## src/hsv_to_rgb_converter_defines.svh

```systemverilog
`ifndef HSV_TO_RGB_CONVERTER_DEFINES_SVH
`define HSV_TO_RGB_CONVERTER_DEFINES_SVH

// same-cycle implication, checked outside reset
`define HSV_ASSERT_IMP(lbl, ante, cons) \
  lbl: assert property (@(posedge clk) disable iff (!rst_n) (ante) |-> (cons)) \
    else $error("hsv_to_rgb_converter: same-cycle check failed");

// next-cycle implication, checked outside reset
`define HSV_ASSERT_NXT(lbl, ante, cons) \
  lbl: assert property (@(posedge clk) disable iff (!rst_n) (ante) |=> (cons)) \
    else $error("hsv_to_rgb_converter: next-cycle check failed");

`endif

```

## src/hsv_pkg.sv

```systemverilog
`timescale 1ns / 1ps

package hsv_pkg;

  localparam int NUM_STAGES = 6;

  typedef enum logic [2:0] {
    SEC_0 = 3'd0,
    SEC_1 = 3'd1,
    SEC_2 = 3'd2,
    SEC_3 = 3'd3,
    SEC_4 = 3'd4,
    SEC_5 = 3'd5
  } sector_t;

endpackage

```

## src/hsv_to_rgb_converter.sv

```systemverilog
// hsv to rgb, one color per transfer
// six register stages from the input transfer to the output registers
// throughput: one color per cycle; a stalled output holds the full stages up to the first empty one
// reset (rst_n low, synchronous) clears the stage valid bits, datapath is not reset
`timescale 1ns / 1ps

`include "hsv_to_rgb_converter_defines.svh"

module hsv_to_rgb_converter
  import hsv_pkg::*;
#(
  parameter int CHANNEL_BITS = 8
) (
  input  logic                    clk,
  input  logic                    rst_n,
  input  logic                    in_valid,
  output logic                    in_ready,
  input  logic [CHANNEL_BITS-1:0] in_hue,
  input  logic [CHANNEL_BITS-1:0] in_saturation,
  input  logic [CHANNEL_BITS-1:0] in_brightness,
  output logic                    out_valid,
  input  logic                    out_ready,
  output logic [CHANNEL_BITS-1:0] out_red,
  output logic [CHANNEL_BITS-1:0] out_green,
  output logic [CHANNEL_BITS-1:0] out_blue
);

  localparam int N = CHANNEL_BITS;
  localparam logic [N-1:0] M = N'((1 << N) - 1);

  logic [NUM_STAGES-1:0] vld_r;
  logic [NUM_STAGES-1:0] en;

  sector_t        sec_nxt;
  logic [N-1:0]   frac_nxt;

  sector_t        sec1_r, sec2_r, sec3_r, sec4_r, sec5_r;
  logic [N-1:0]   frac1_r, s1_r;
  logic [N-1:0]   v1_r, v2_r, v3_r, v4_r, v5_r;
  logic [2*N-1:0] pp1_r;
  logic [N-1:0]   p_nxt;
  logic [N-1:0]   p2_r, p3_r, p4_r, p5_r;
  logic [2*N-1:0] yq, yt;
  logic [N-1:0]   q_nxt, t_nxt;
  logic [N-1:0]   red_nxt, green_nxt, blue_nxt;
  logic [N-1:0]   red_r, green_r, blue_r;
  logic           in_xfer, out_xfer;
  int             fill_cnt;

  // stage enables, each stage moves when empty or when the next one moves
  always_comb begin
    en[NUM_STAGES-1] = !vld_r[NUM_STAGES-1] || out_ready;
    for (int i = NUM_STAGES - 2; i >= 0; i--) begin
      en[i] = !vld_r[i] || en[i+1];
    end
  end

  assign in_ready = en[0];

  always_ff @(posedge clk) begin
    if (!rst_n) begin
      vld_r <= '0;
    end else begin
      if (en[0]) begin
        vld_r[0] <= in_valid;
      end
      for (int i = 1; i < NUM_STAGES; i++) begin
        if (en[i]) begin
          vld_r[i] <= vld_r[i-1];
        end
      end
    end
  end

  // stage 1: sector, fraction, v*(M-s)
  hsv_sector #(.N(N)) u_sector (
    .hue    (in_hue),
    .sector (sec_nxt),
    .frac   (frac_nxt)
  );

  always_ff @(posedge clk) begin
    if (en[0]) begin
      sec1_r  <= sec_nxt;
      frac1_r <= frac_nxt;
      s1_r    <= in_saturation;
      v1_r    <= in_brightness;
      pp1_r   <= (2*N)'(in_brightness) * (2*N)'(M - in_saturation);
    end
  end

  // p term and side data, stages 2 to 5
  hsv_divm #(.N(N)) u_p_div (
    .x   (pp1_r),
    .quo (p_nxt),
    .rem ()
  );

  always_ff @(posedge clk) begin
    if (en[1]) begin
      p2_r   <= p_nxt;
      sec2_r <= sec1_r;
      v2_r   <= v1_r;
    end
    if (en[2]) begin
      p3_r   <= p2_r;
      sec3_r <= sec2_r;
      v3_r   <= v2_r;
    end
    if (en[3]) begin
      p4_r   <= p3_r;
      sec4_r <= sec3_r;
      v4_r   <= v3_r;
    end
    if (en[4]) begin
      p5_r   <= p4_r;
      sec5_r <= sec4_r;
      v5_r   <= v4_r;
    end
  end

  hsv_term #(.N(N)) u_q_term (
    .clk (clk),
    .en  (en[4:1]),
    .fac (frac1_r),
    .sat (s1_r),
    .val (v1_r),
    .y   (yq)
  );

  hsv_term #(.N(N)) u_t_term (
    .clk (clk),
    .en  (en[4:1]),
    .fac (M - frac1_r),
    .sat (s1_r),
    .val (v1_r),
    .y   (yt)
  );

  // stage 6: last divide and channel select
  hsv_divm #(.N(N)) u_q_div (
    .x   (yq),
    .quo (q_nxt),
    .rem ()
  );

  hsv_divm #(.N(N)) u_t_div (
    .x   (yt),
    .quo (t_nxt),
    .rem ()
  );

  always_comb begin
    unique case (sec5_r)
      SEC_0: begin
        red_nxt = v5_r;  green_nxt = t_nxt; blue_nxt = p5_r;
      end
      SEC_1: begin
        red_nxt = q_nxt; green_nxt = v5_r;  blue_nxt = p5_r;
      end
      SEC_2: begin
        red_nxt = p5_r;  green_nxt = v5_r;  blue_nxt = t_nxt;
      end
      SEC_3: begin
        red_nxt = p5_r;  green_nxt = q_nxt; blue_nxt = v5_r;
      end
      SEC_4: begin
        red_nxt = t_nxt; green_nxt = p5_r;  blue_nxt = v5_r;
      end
      default: begin
        red_nxt = v5_r;  green_nxt = p5_r;  blue_nxt = q_nxt;
      end
    endcase
  end

  always_ff @(posedge clk) begin
    if (en[5]) begin
      red_r   <= red_nxt;
      green_r <= green_nxt;
      blue_r  <= blue_nxt;
    end
  end

  assign out_valid = vld_r[NUM_STAGES-1];
  assign out_red   = red_r;
  assign out_green = green_r;
  assign out_blue  = blue_r;

  assign in_xfer  = in_valid && in_ready;
  assign out_xfer = out_valid && out_ready;
  assign fill_cnt = $countones(vld_r);

  `HSV_ASSERT_IMP(a_empty_ready, vld_r == '0, in_ready)
  `HSV_ASSERT_IMP(a_frac_range, vld_r[0], frac1_r != M)
  `HSV_ASSERT_NXT(a_fill_count, in_xfer && !out_xfer, fill_cnt == $past(fill_cnt) + 1)

endmodule

```

## src/hsv_divm.sv

```systemverilog
`timescale 1ns / 1ps

// divide by 2^N-1 for dividends up to (2^N-1)^2
module hsv_divm #(
  parameter int N = 8
) (
  input  logic [2*N-1:0] x,
  output logic [N-1:0]   quo,
  output logic [N-1:0]   rem
);

  localparam logic [N:0] M = (N+1)'((1 << N) - 1);

  logic [N-1:0] est;
  logic [N:0]   rsum;
  logic         ge;

  assign est  = x[2*N-1:N];
  assign rsum = {1'b0, x[N-1:0]} + {1'b0, est};
  assign ge   = (rsum >= M);
  assign quo  = ge ? (est + N'(1)) : est;
  assign rem  = ge ? N'(rsum - M) : rsum[N-1:0];

endmodule

```

## src/hsv_sector.sv

```systemverilog
`timescale 1ns / 1ps

module hsv_sector
  import hsv_pkg::*;
#(
  parameter int N = 8
) (
  input  logic [N-1:0] hue,
  output sector_t      sector,
  output logic [N-1:0] frac
);

  localparam logic [N+2:0] M1 = (N+3)'((1 << N) - 1);
  localparam logic [N+2:0] M2 = (N+3)'(2 * ((1 << N) - 1));
  localparam logic [N+2:0] M3 = (N+3)'(3 * ((1 << N) - 1));
  localparam logic [N+2:0] M4 = (N+3)'(4 * ((1 << N) - 1));
  localparam logic [N+2:0] M5 = (N+3)'(5 * ((1 << N) - 1));
  localparam logic [N+2:0] M6 = (N+3)'(6 * ((1 << N) - 1));

  logic [N+2:0] h6;
  logic [N+2:0] diff;

  assign h6 = ({3'b000, hue} << 1) + ({3'b000, hue} << 2);

  always_comb begin
    priority if (h6 >= M6) begin
      sector = SEC_0;
      diff   = h6 - M6;
    end else if (h6 >= M5) begin
      sector = SEC_5;
      diff   = h6 - M5;
    end else if (h6 >= M4) begin
      sector = SEC_4;
      diff   = h6 - M4;
    end else if (h6 >= M3) begin
      sector = SEC_3;
      diff   = h6 - M3;
    end else if (h6 >= M2) begin
      sector = SEC_2;
      diff   = h6 - M2;
    end else if (h6 >= M1) begin
      sector = SEC_1;
      diff   = h6 - M1;
    end else begin
      sector = SEC_0;
      diff   = h6;
    end
  end

  assign frac = diff[N-1:0];

endmodule

```

## src/hsv_term.sv

```systemverilog
`timescale 1ns / 1ps

// v*(M*M - fac*s)/(M*M), stages 2 to 5, last divide by M left to the caller
module hsv_term #(
  parameter int N = 8
) (
  input  logic           clk,
  input  logic [3:0]     en,
  input  logic [N-1:0]   fac,
  input  logic [N-1:0]   sat,
  input  logic [N-1:0]   val,
  output logic [2*N-1:0] y
);

  localparam logic [2*N-1:0] M_W = (2*N)'((1 << N) - 1);
  localparam logic [2*N-1:0] MM  = M_W * M_W;

  logic [2*N-1:0] fs_r;
  logic [N-1:0]   v2_r;
  logic [N-1:0]   nq3_r, nr3_r, v3_r;
  logic [N-1:0]   nq_nxt, nr_nxt;
  logic [2*N-1:0] a4_r, b4_r;
  logic [N-1:0]   bq_nxt;
  logic [2*N-1:0] y5_r;

  // numerator split into quotient and remainder by M
  hsv_divm #(.N(N)) u_num_div (
    .x   (MM - fs_r),
    .quo (nq_nxt),
    .rem (nr_nxt)
  );

  hsv_divm #(.N(N)) u_low_div (
    .x   (b4_r),
    .quo (bq_nxt),
    .rem ()
  );

  always_ff @(posedge clk) begin
    if (en[0]) begin
      fs_r <= (2*N)'(fac) * (2*N)'(sat);
      v2_r <= val;
    end
    if (en[1]) begin
      nq3_r <= nq_nxt;
      nr3_r <= nr_nxt;
      v3_r  <= v2_r;
    end
    if (en[2]) begin
      a4_r <= (2*N)'(v3_r) * (2*N)'(nq3_r);
      b4_r <= (2*N)'(v3_r) * (2*N)'(nr3_r);
    end
    if (en[3]) begin
      y5_r <= a4_r + (2*N)'(bq_nxt);
    end
  end

  assign y = y5_r;

endmodule

```

## config.mk

```make
export PLATFORM = sky130hd
export DESIGN_NAME = hsv_to_rgb_converter
export DESIGN_NICKNAME = d
export VERILOG_FILES = /design/src/hsv_pkg.sv /design/src/hsv_to_rgb_converter.sv /design/src/hsv_divm.sv /design/src/hsv_sector.sv /design/src/hsv_term.sv
export VERILOG_INCLUDE_DIRS = /design/src /design/src/src
export SDC_FILE = /design/constraint.sdc
export NUM_CORES = 1
export LEC_CHECK = 0
export ABC_AREA = 1
export ABC_CLOCK_PERIOD_IN_PS = 8150
export BUFFER_PORTS_ARGS = -buffer_cell sky130_fd_sc_hd__buf_4
export CELL_PAD_IN_SITES_DETAIL_PLACEMENT = 0
export CELL_PAD_IN_SITES_GLOBAL_PLACEMENT = 1
export CORE_UTILIZATION = 50
export DETAILED_ROUTE_END_ITERATION = 7
export PLACE_DENSITY = 0.93
export SLEW_MARGIN = 20
export SYNTH_ARGS = -nofsm -noshare
export SYNTH_HDL_FRONTEND = slang
export SYNTH_SLANG_ARGS = --single-unit
```

## constraint.sdc

```tcl
create_clock -name clk -period 8.15 [get_ports clk]
set_input_delay 0.815 -clock clk [delete_from_list [all_inputs] [get_ports clk]]
set_output_delay 0.815 -clock clk [all_outputs]
set_load 0.05 [all_outputs]
```

Yosys cells after proc, flatten, opt, wreduce, memory -nomap -nowiden

Cells that the tools add are included.

Bits in registers: 309
Bits of input ports: 28
Output and inout port bits: 26
Word-level logic and storage cells: 133

Multiply operators: 7
Mux-type cells: 23
Order comparisons: 13
Reduce and logical (&&, ||, !) cells: 18
Equality and inequality tests: 4
Add/subtract/negate cells: 29

Operator list:

| operator                                                                               | number |
|---|---|
| 8-bit 2-to-1 mux                                                                       | 15 |
| 8-bit by 8-bit multiplier with 16-bit output                                           | 6 |
| 8-bit case mux with 3 select lines                                                     | 3 |
| 8-bit subtractor (second input constant)                                               | 8 |
| 8-bit by 8-bit adder with 9-bit output                                                 | 7 |
| 9-bit by 8-bit greater-or-equal comparator with 1-bit output (second input constant)   | 7 |
| 8-bit by 1-bit adder with 8-bit output (second input constant)                         | 7 |
| 16-bit by 8-bit adder with 16-bit output                                               | 2 |
| 16-bit subtractor (first input constant)                                               | 2 |
| 11-bit by 10-bit greater-or-equal comparator with 1-bit output (second input constant) | 2 |
| 11-bit greater-or-equal comparator (second input constant)                             | 2 |
| 9-bit by 9-bit multiplier with 16-bit output                                           | 1 |
| 3-bit 2-to-1 mux                                                                       | 4 |
| 9-bit by 10-bit adder with 11-bit output                                               | 1 |
| 11-bit by 8-bit greater-or-equal comparator with 1-bit output (second input constant)  | 1 |
| 11-bit by 9-bit greater-or-equal comparator with 1-bit output (second input constant)  | 1 |
| 8-bit by 8-bit subtractor with 9-bit output (first input constant)                     | 1 |
| 2-bit OR reduction                                                                     | 4 |
| 8-bit subtractor (first input constant)                                                | 1 |
| 3-bit by 2-bit equality test with 1-bit output (second input constant)                 | 2 |
| 1-bit zero test                                                                        | 6 |
| 1-bit logical OR                                                                       | 6 |
| 3-bit by 1-bit equality test with 1-bit output (second input constant)                 | 1 |
| 3-bit equality test (second input constant)                                            | 1 |
| other kinds (3)                                                                        | 3 |

Logic depth before layout (Yosys ltp)

Depth after elaboration: 8
Gate-level depth with buffers: 27
Depth with buffers taken out: 27

Cells and area by module

From an unflattened synthesis, not the netlist that was laid out.

Cell total of the unflattened synthesis: 4772
Area total of the unflattened synthesis: 36816.6 um^2

Modules (own cells, without submodules):

| module               | times used | sequential area each (um^2) | area an instance (um^2) | cells an instance |
|---|---|---|---|---|
| hsv_term at u_t_term | 1          | 2882.8                      | 11008.1                 | 1399 |
| hsv_term at u_q_term | 1          | 2882.8                      | 10941.7                 | 1369 |
| hsv_to_rgb_converter | 1          | 4414.2                      | 7385.8                  | 640 |
| hsv_divm             | 7          | 0.0                         | 899.6                   | 166 |
| hsv_sector           | 1          | 0.0                         | 1183.6                  | 202 |

Least setup slack after synthesis

Ideal clock, no wire load.

Path kind: input port to output port
From: in out_ready
To: out in_ready
Required time: 7.335 ns
Stages on the path: 10
Path buffers: 0
Data arrival time: 6.905 ns
Setup slack: 0.430 ns
Cell sequence: nor2_1 > inv_1 > nor2_1 > inv_1 > nor2_1 > inv_1 > nor2_1 > inv_1 > nor2_1 > nand2_1

Word-level cells in the longest chain between the ends: 6

Ends and longest elaborated chain:

| item                           | line                       | RTL |
|---|---|---|
| from (decl)                    | hsv_to_rgb_converter.sv:22 | `input logic out_ready,` |
| 1-bit logical OR               | hsv_to_rgb_converter.sv:52 | `en[NUM_STAGES-1] = !vld_r[NUM_STAGES-1] \|\| out_ready;` |
| via en[5]                      | hsv_to_rgb_converter.sv:32 | `logic [NUM_STAGES-1:0] en;` |
| 1-bit logical OR               | hsv_to_rgb_converter.sv:54 | `en[i] = !vld_r[i] \|\| en[i+1];` |
| via en[4]                      | hsv_to_rgb_converter.sv:32 |  |
| 1-bit logical OR               | hsv_to_rgb_converter.sv:54 |  |
| via en[3]                      | hsv_to_rgb_converter.sv:32 |  |
| 1-bit logical OR               | hsv_to_rgb_converter.sv:54 |  |
| via en[2]                      | hsv_to_rgb_converter.sv:32 |  |
| 1-bit logical OR (2 in series) | hsv_to_rgb_converter.sv:54 |  |
| to (decl)                      | hsv_to_rgb_converter.sv:17 | `output logic in_ready,` |

The timed path passes the listed nets, and every way through them passes these cells.

Worst setup path in the final report

From: reg vld_r[5]
To: out in_ready

Word-level cells in the longest chain between the ends: 7

Ends and longest elaborated chain:

| item                              | line                       | RTL |
|---|---|---|
| from (decl)                       | hsv_to_rgb_converter.sv:31 | `logic [NUM_STAGES-1:0] vld_r;` |
| from (signal, indexed assignment) | hsv_to_rgb_converter.sv:69 | `vld_r[i] <= vld_r[i-1];` |
| 1-bit zero test                   | hsv_to_rgb_converter.sv:52 |  |
| 1-bit logical OR                  | hsv_to_rgb_converter.sv:52 |  |
| via en[5]                         | hsv_to_rgb_converter.sv:32 |  |
| 1-bit logical OR                  | hsv_to_rgb_converter.sv:54 |  |
| via en[4]                         | hsv_to_rgb_converter.sv:32 |  |
| 1-bit logical OR                  | hsv_to_rgb_converter.sv:54 |  |
| via en[3]                         | hsv_to_rgb_converter.sv:32 |  |
| 1-bit logical OR                  | hsv_to_rgb_converter.sv:54 |  |
| via en[2]                         | hsv_to_rgb_converter.sv:32 |  |
| 1-bit logical OR (2 in series)    | hsv_to_rgb_converter.sv:54 |  |

The timed path passes the listed nets, and every way through them passes these cells.

==> impl_metrics.tcl <==
set metrics [dict create \
    timing.rr.end "u_t_term.b4_r[14]$_DFFE_PP_" \
    cts-resized-gates 0 \
    synth_area_mm2 0.0314 \
    initial_core_util_pct 50.8 \
    synth_warnings 0 \
    r2r_cells 18 \
    synthCells 3656 \
    syn_to_final_growth_pct 7.46 \
    dr.pass1.iters 5 \
    core.rowCount 91 \
    first_iter_violations 1262 \
    routed_wl_um 61100 \
    grt_pass1_wl_um 105000 \
    syn_avg_cell_area_um2 8.58 \
    finalClockSkew_ns 0.0357 \
    clk_pin_slew_ns 0.06 \
    final_common_cell "nand2_1" \
    finalHoldWorstSlack_ns 0.416 \
    die_area_mm2 0.0638 \
    dieWidth_um 253 \
    seq_area_frac_synth_pct 29.3 \
    cp-start-kind "register" \
    regToRegSetupSlack_ns 2.91 \
    cts_tree "done" \
    fin_ws_ns 2.86 \
    layout_common_cells "nand2_1, inv_1, ha_1" \
    whs_endpoint "u_t_term.v2_r[3]$_DFFE_PP_" \
    cp_slowest_cell "inv_1" \
    endpoint_kind "output port" \
    drv_cap 0 \
    clkSinkCount 308 \
    slew_headroom_pct 31.7 \
    cts_buffers 37 \
    yosysUniqueCellTypes 53 \
    tns_ns 0 \
    crit_buf_inv 9 \
    critPathKind "reg -> out" \
    pre_cts_ws_ns 2.78 \
    die_h_um 253 \
    path_cells "inv_1 > nor2_1 > inv_1 > nor2_1 > inv_2 > buf_4 > nor2_1 > clkinv_2 > nor2_1 > inv_2 > buf_4 > nor2_1 > nand2_2 > buf_4 > buf_4" \
    core_area_mm2 0.0618 \
    grt_usage_pct 19.9 \
    drt-vias-per-instance 5.01 \
    dp_hpwl_um 48500 \
    holdCritStartpoint "v1_r[3]$_DFFE_PP_" \
    max_stage_delay_ns 0.66 \
    hold_viol 0 \
    clk_latency_ns 0.58 \
    cts_buffer_depth 3 \
    path_common_cell "nor2_1" \
    antenna_left 0 \
    gp_congestion 0.897 \
    worst_slew_pin_slew_ns 1.02 \
    wl_per_cell_um 13.5 \
    hold_class "reg -> reg" \
    setup_viol 0 \
    r2r-start "u_t_term.v3_r[0]$_DFFE_PP_" \
    drc 0 \
    crit_fanout 53 \
    slew_violations 0 \
    syn_nets 4300 \
    fmax_ghz 0.189 \
    cts-root-buf "clkbuf_16" \
    grt_pass1_vias 22700 \
    ioPinCount 54 \
    grt_max_degree 63 \
    io_buffers 53 \
    fin_crit_ns 5.29 \
    period_share_pct 64.9 \
    worstPathArrival_ns 4.48 \
    cp.required_ns 7.34 \
    rsz0062_at_grt "false" \
    overflow 0 \
    post_cts_buffers 0 \
    vias 22700 \
    antenna_found_initial 1 \
    hold_buffers 0 \
    whs_path_depth 0 \
    drive_gt1_share_pct 4.71 \
    diodes 0 \
    status "completed" \
    htreeDepth 2 \
    crit_family "buffers and inverters" \
    synth-seq-cells 308 \
    nets 4317 \
]
## routing by layer
layer | global-route usage, % | up-vias | part of all wire [%]
li1 | - | 11500 | -
met5 | 0 | - | 0.016
met4 | 5.02 | 2 | 1.9
met3 | 2.57 | 81 | 5.1
met1 | 25.7 | 10600 | 44
met2 | 35.0 | 499 | 49
## kinds of logic after synthesis
kind of cell    Yosys count  share of synthesized area (%)
simple gates           1369                           18.3
buf+inv                 900                           11.0
fa+ha+maj               616                           30.8
flops                   308                           29.3
compound gates          263                           4.90
xor+xnor                200                           5.69
## registers in the layout (all words and copies together), names as in the netlist, 16 cells and up
signal,cells
u_q_term.a4_r,16
u_t_term.fs_r,16
u_q_term.fs_r,16
u_t_term.a4_r,16
u_q_term.b4_r,16
u_q_term.y,16
u_t_term.b4_r,16
u_t_term.y,16
pp1_r,16
## layout make-up
class	count	area, um2
fill	5543	28100
multi-input combinational	2448	18800
sequential	308	9190
inverter	812	3050
tap	837	1050
clock buffer	45	977
timing repair buffer	66	495
clock inverter	19	211
## worst max-delay path by stage
stage	endpoint	cells after the start	startpoint	slack, ns
2_1_floorplan	in_ready	10	out_ready	0.43
3_3_place_gp	in_ready	15	out_ready	2.87
3_5_place_dp	in_ready	15	out_ready	2.78
4_1_cts	in_ready	15	vld_r[5]$_SDFFE_PN0P_	2.70
5_1_grt	in_ready	15	vld_r[5]$_SDFFE_PN0P_	2.38
6_report	in_ready	15	vld_r[5]$_SDFFE_PN0P_	2.86
## stage by stage
stage               utilization, %  cells  area (um2)
floorplan                        -   3656       31400
global placement              52.6   4471       32500
detailed placement            52.6   4471       32500
CTS                           54.5   4535       33700
global route                  54.5   4535       33700
finish                        54.5   4535       33700
## synth_stat cells (all sizes together)
cell type,number,share of area [%]
a211oi,3,0.072
a21boi,3,0.072
a21o,11,0.26
a21oi,126,2.0
a22o,1,0.028
a22oi,6,0.14
a31oi,10,0.20
and2,4,0.080
and3,1,0.020
buf,11,0.24
clkbuf,77,1.0
clkinv,2,0.024
dfxtp,6,0.38
edfxtp,302,29
fa,263,17
ha,353,14
inv,810,9.7
nand2,850,10
nand3,200,3.2
nand3b,17,0.41
nand4,57,1.1
nor2,206,2.5
nor3,17,0.32
nor4,3,0.060
o2111ai,8,0.22
o211ai,6,0.19
o21a,1,0.024
o21ai,66,1.1
o21bai,11,0.26
o221ai,6,0.17
o22ai,4,0.080
o31ai,1,0.024
or2,13,0.26
or3b,1,0.028
xnor2,62,1.8
xor2,138,3.9
Power is left out: the tool's default activity adds up to more than one toggle a clock period on the data nets, which glitch-free logic cannot reach.
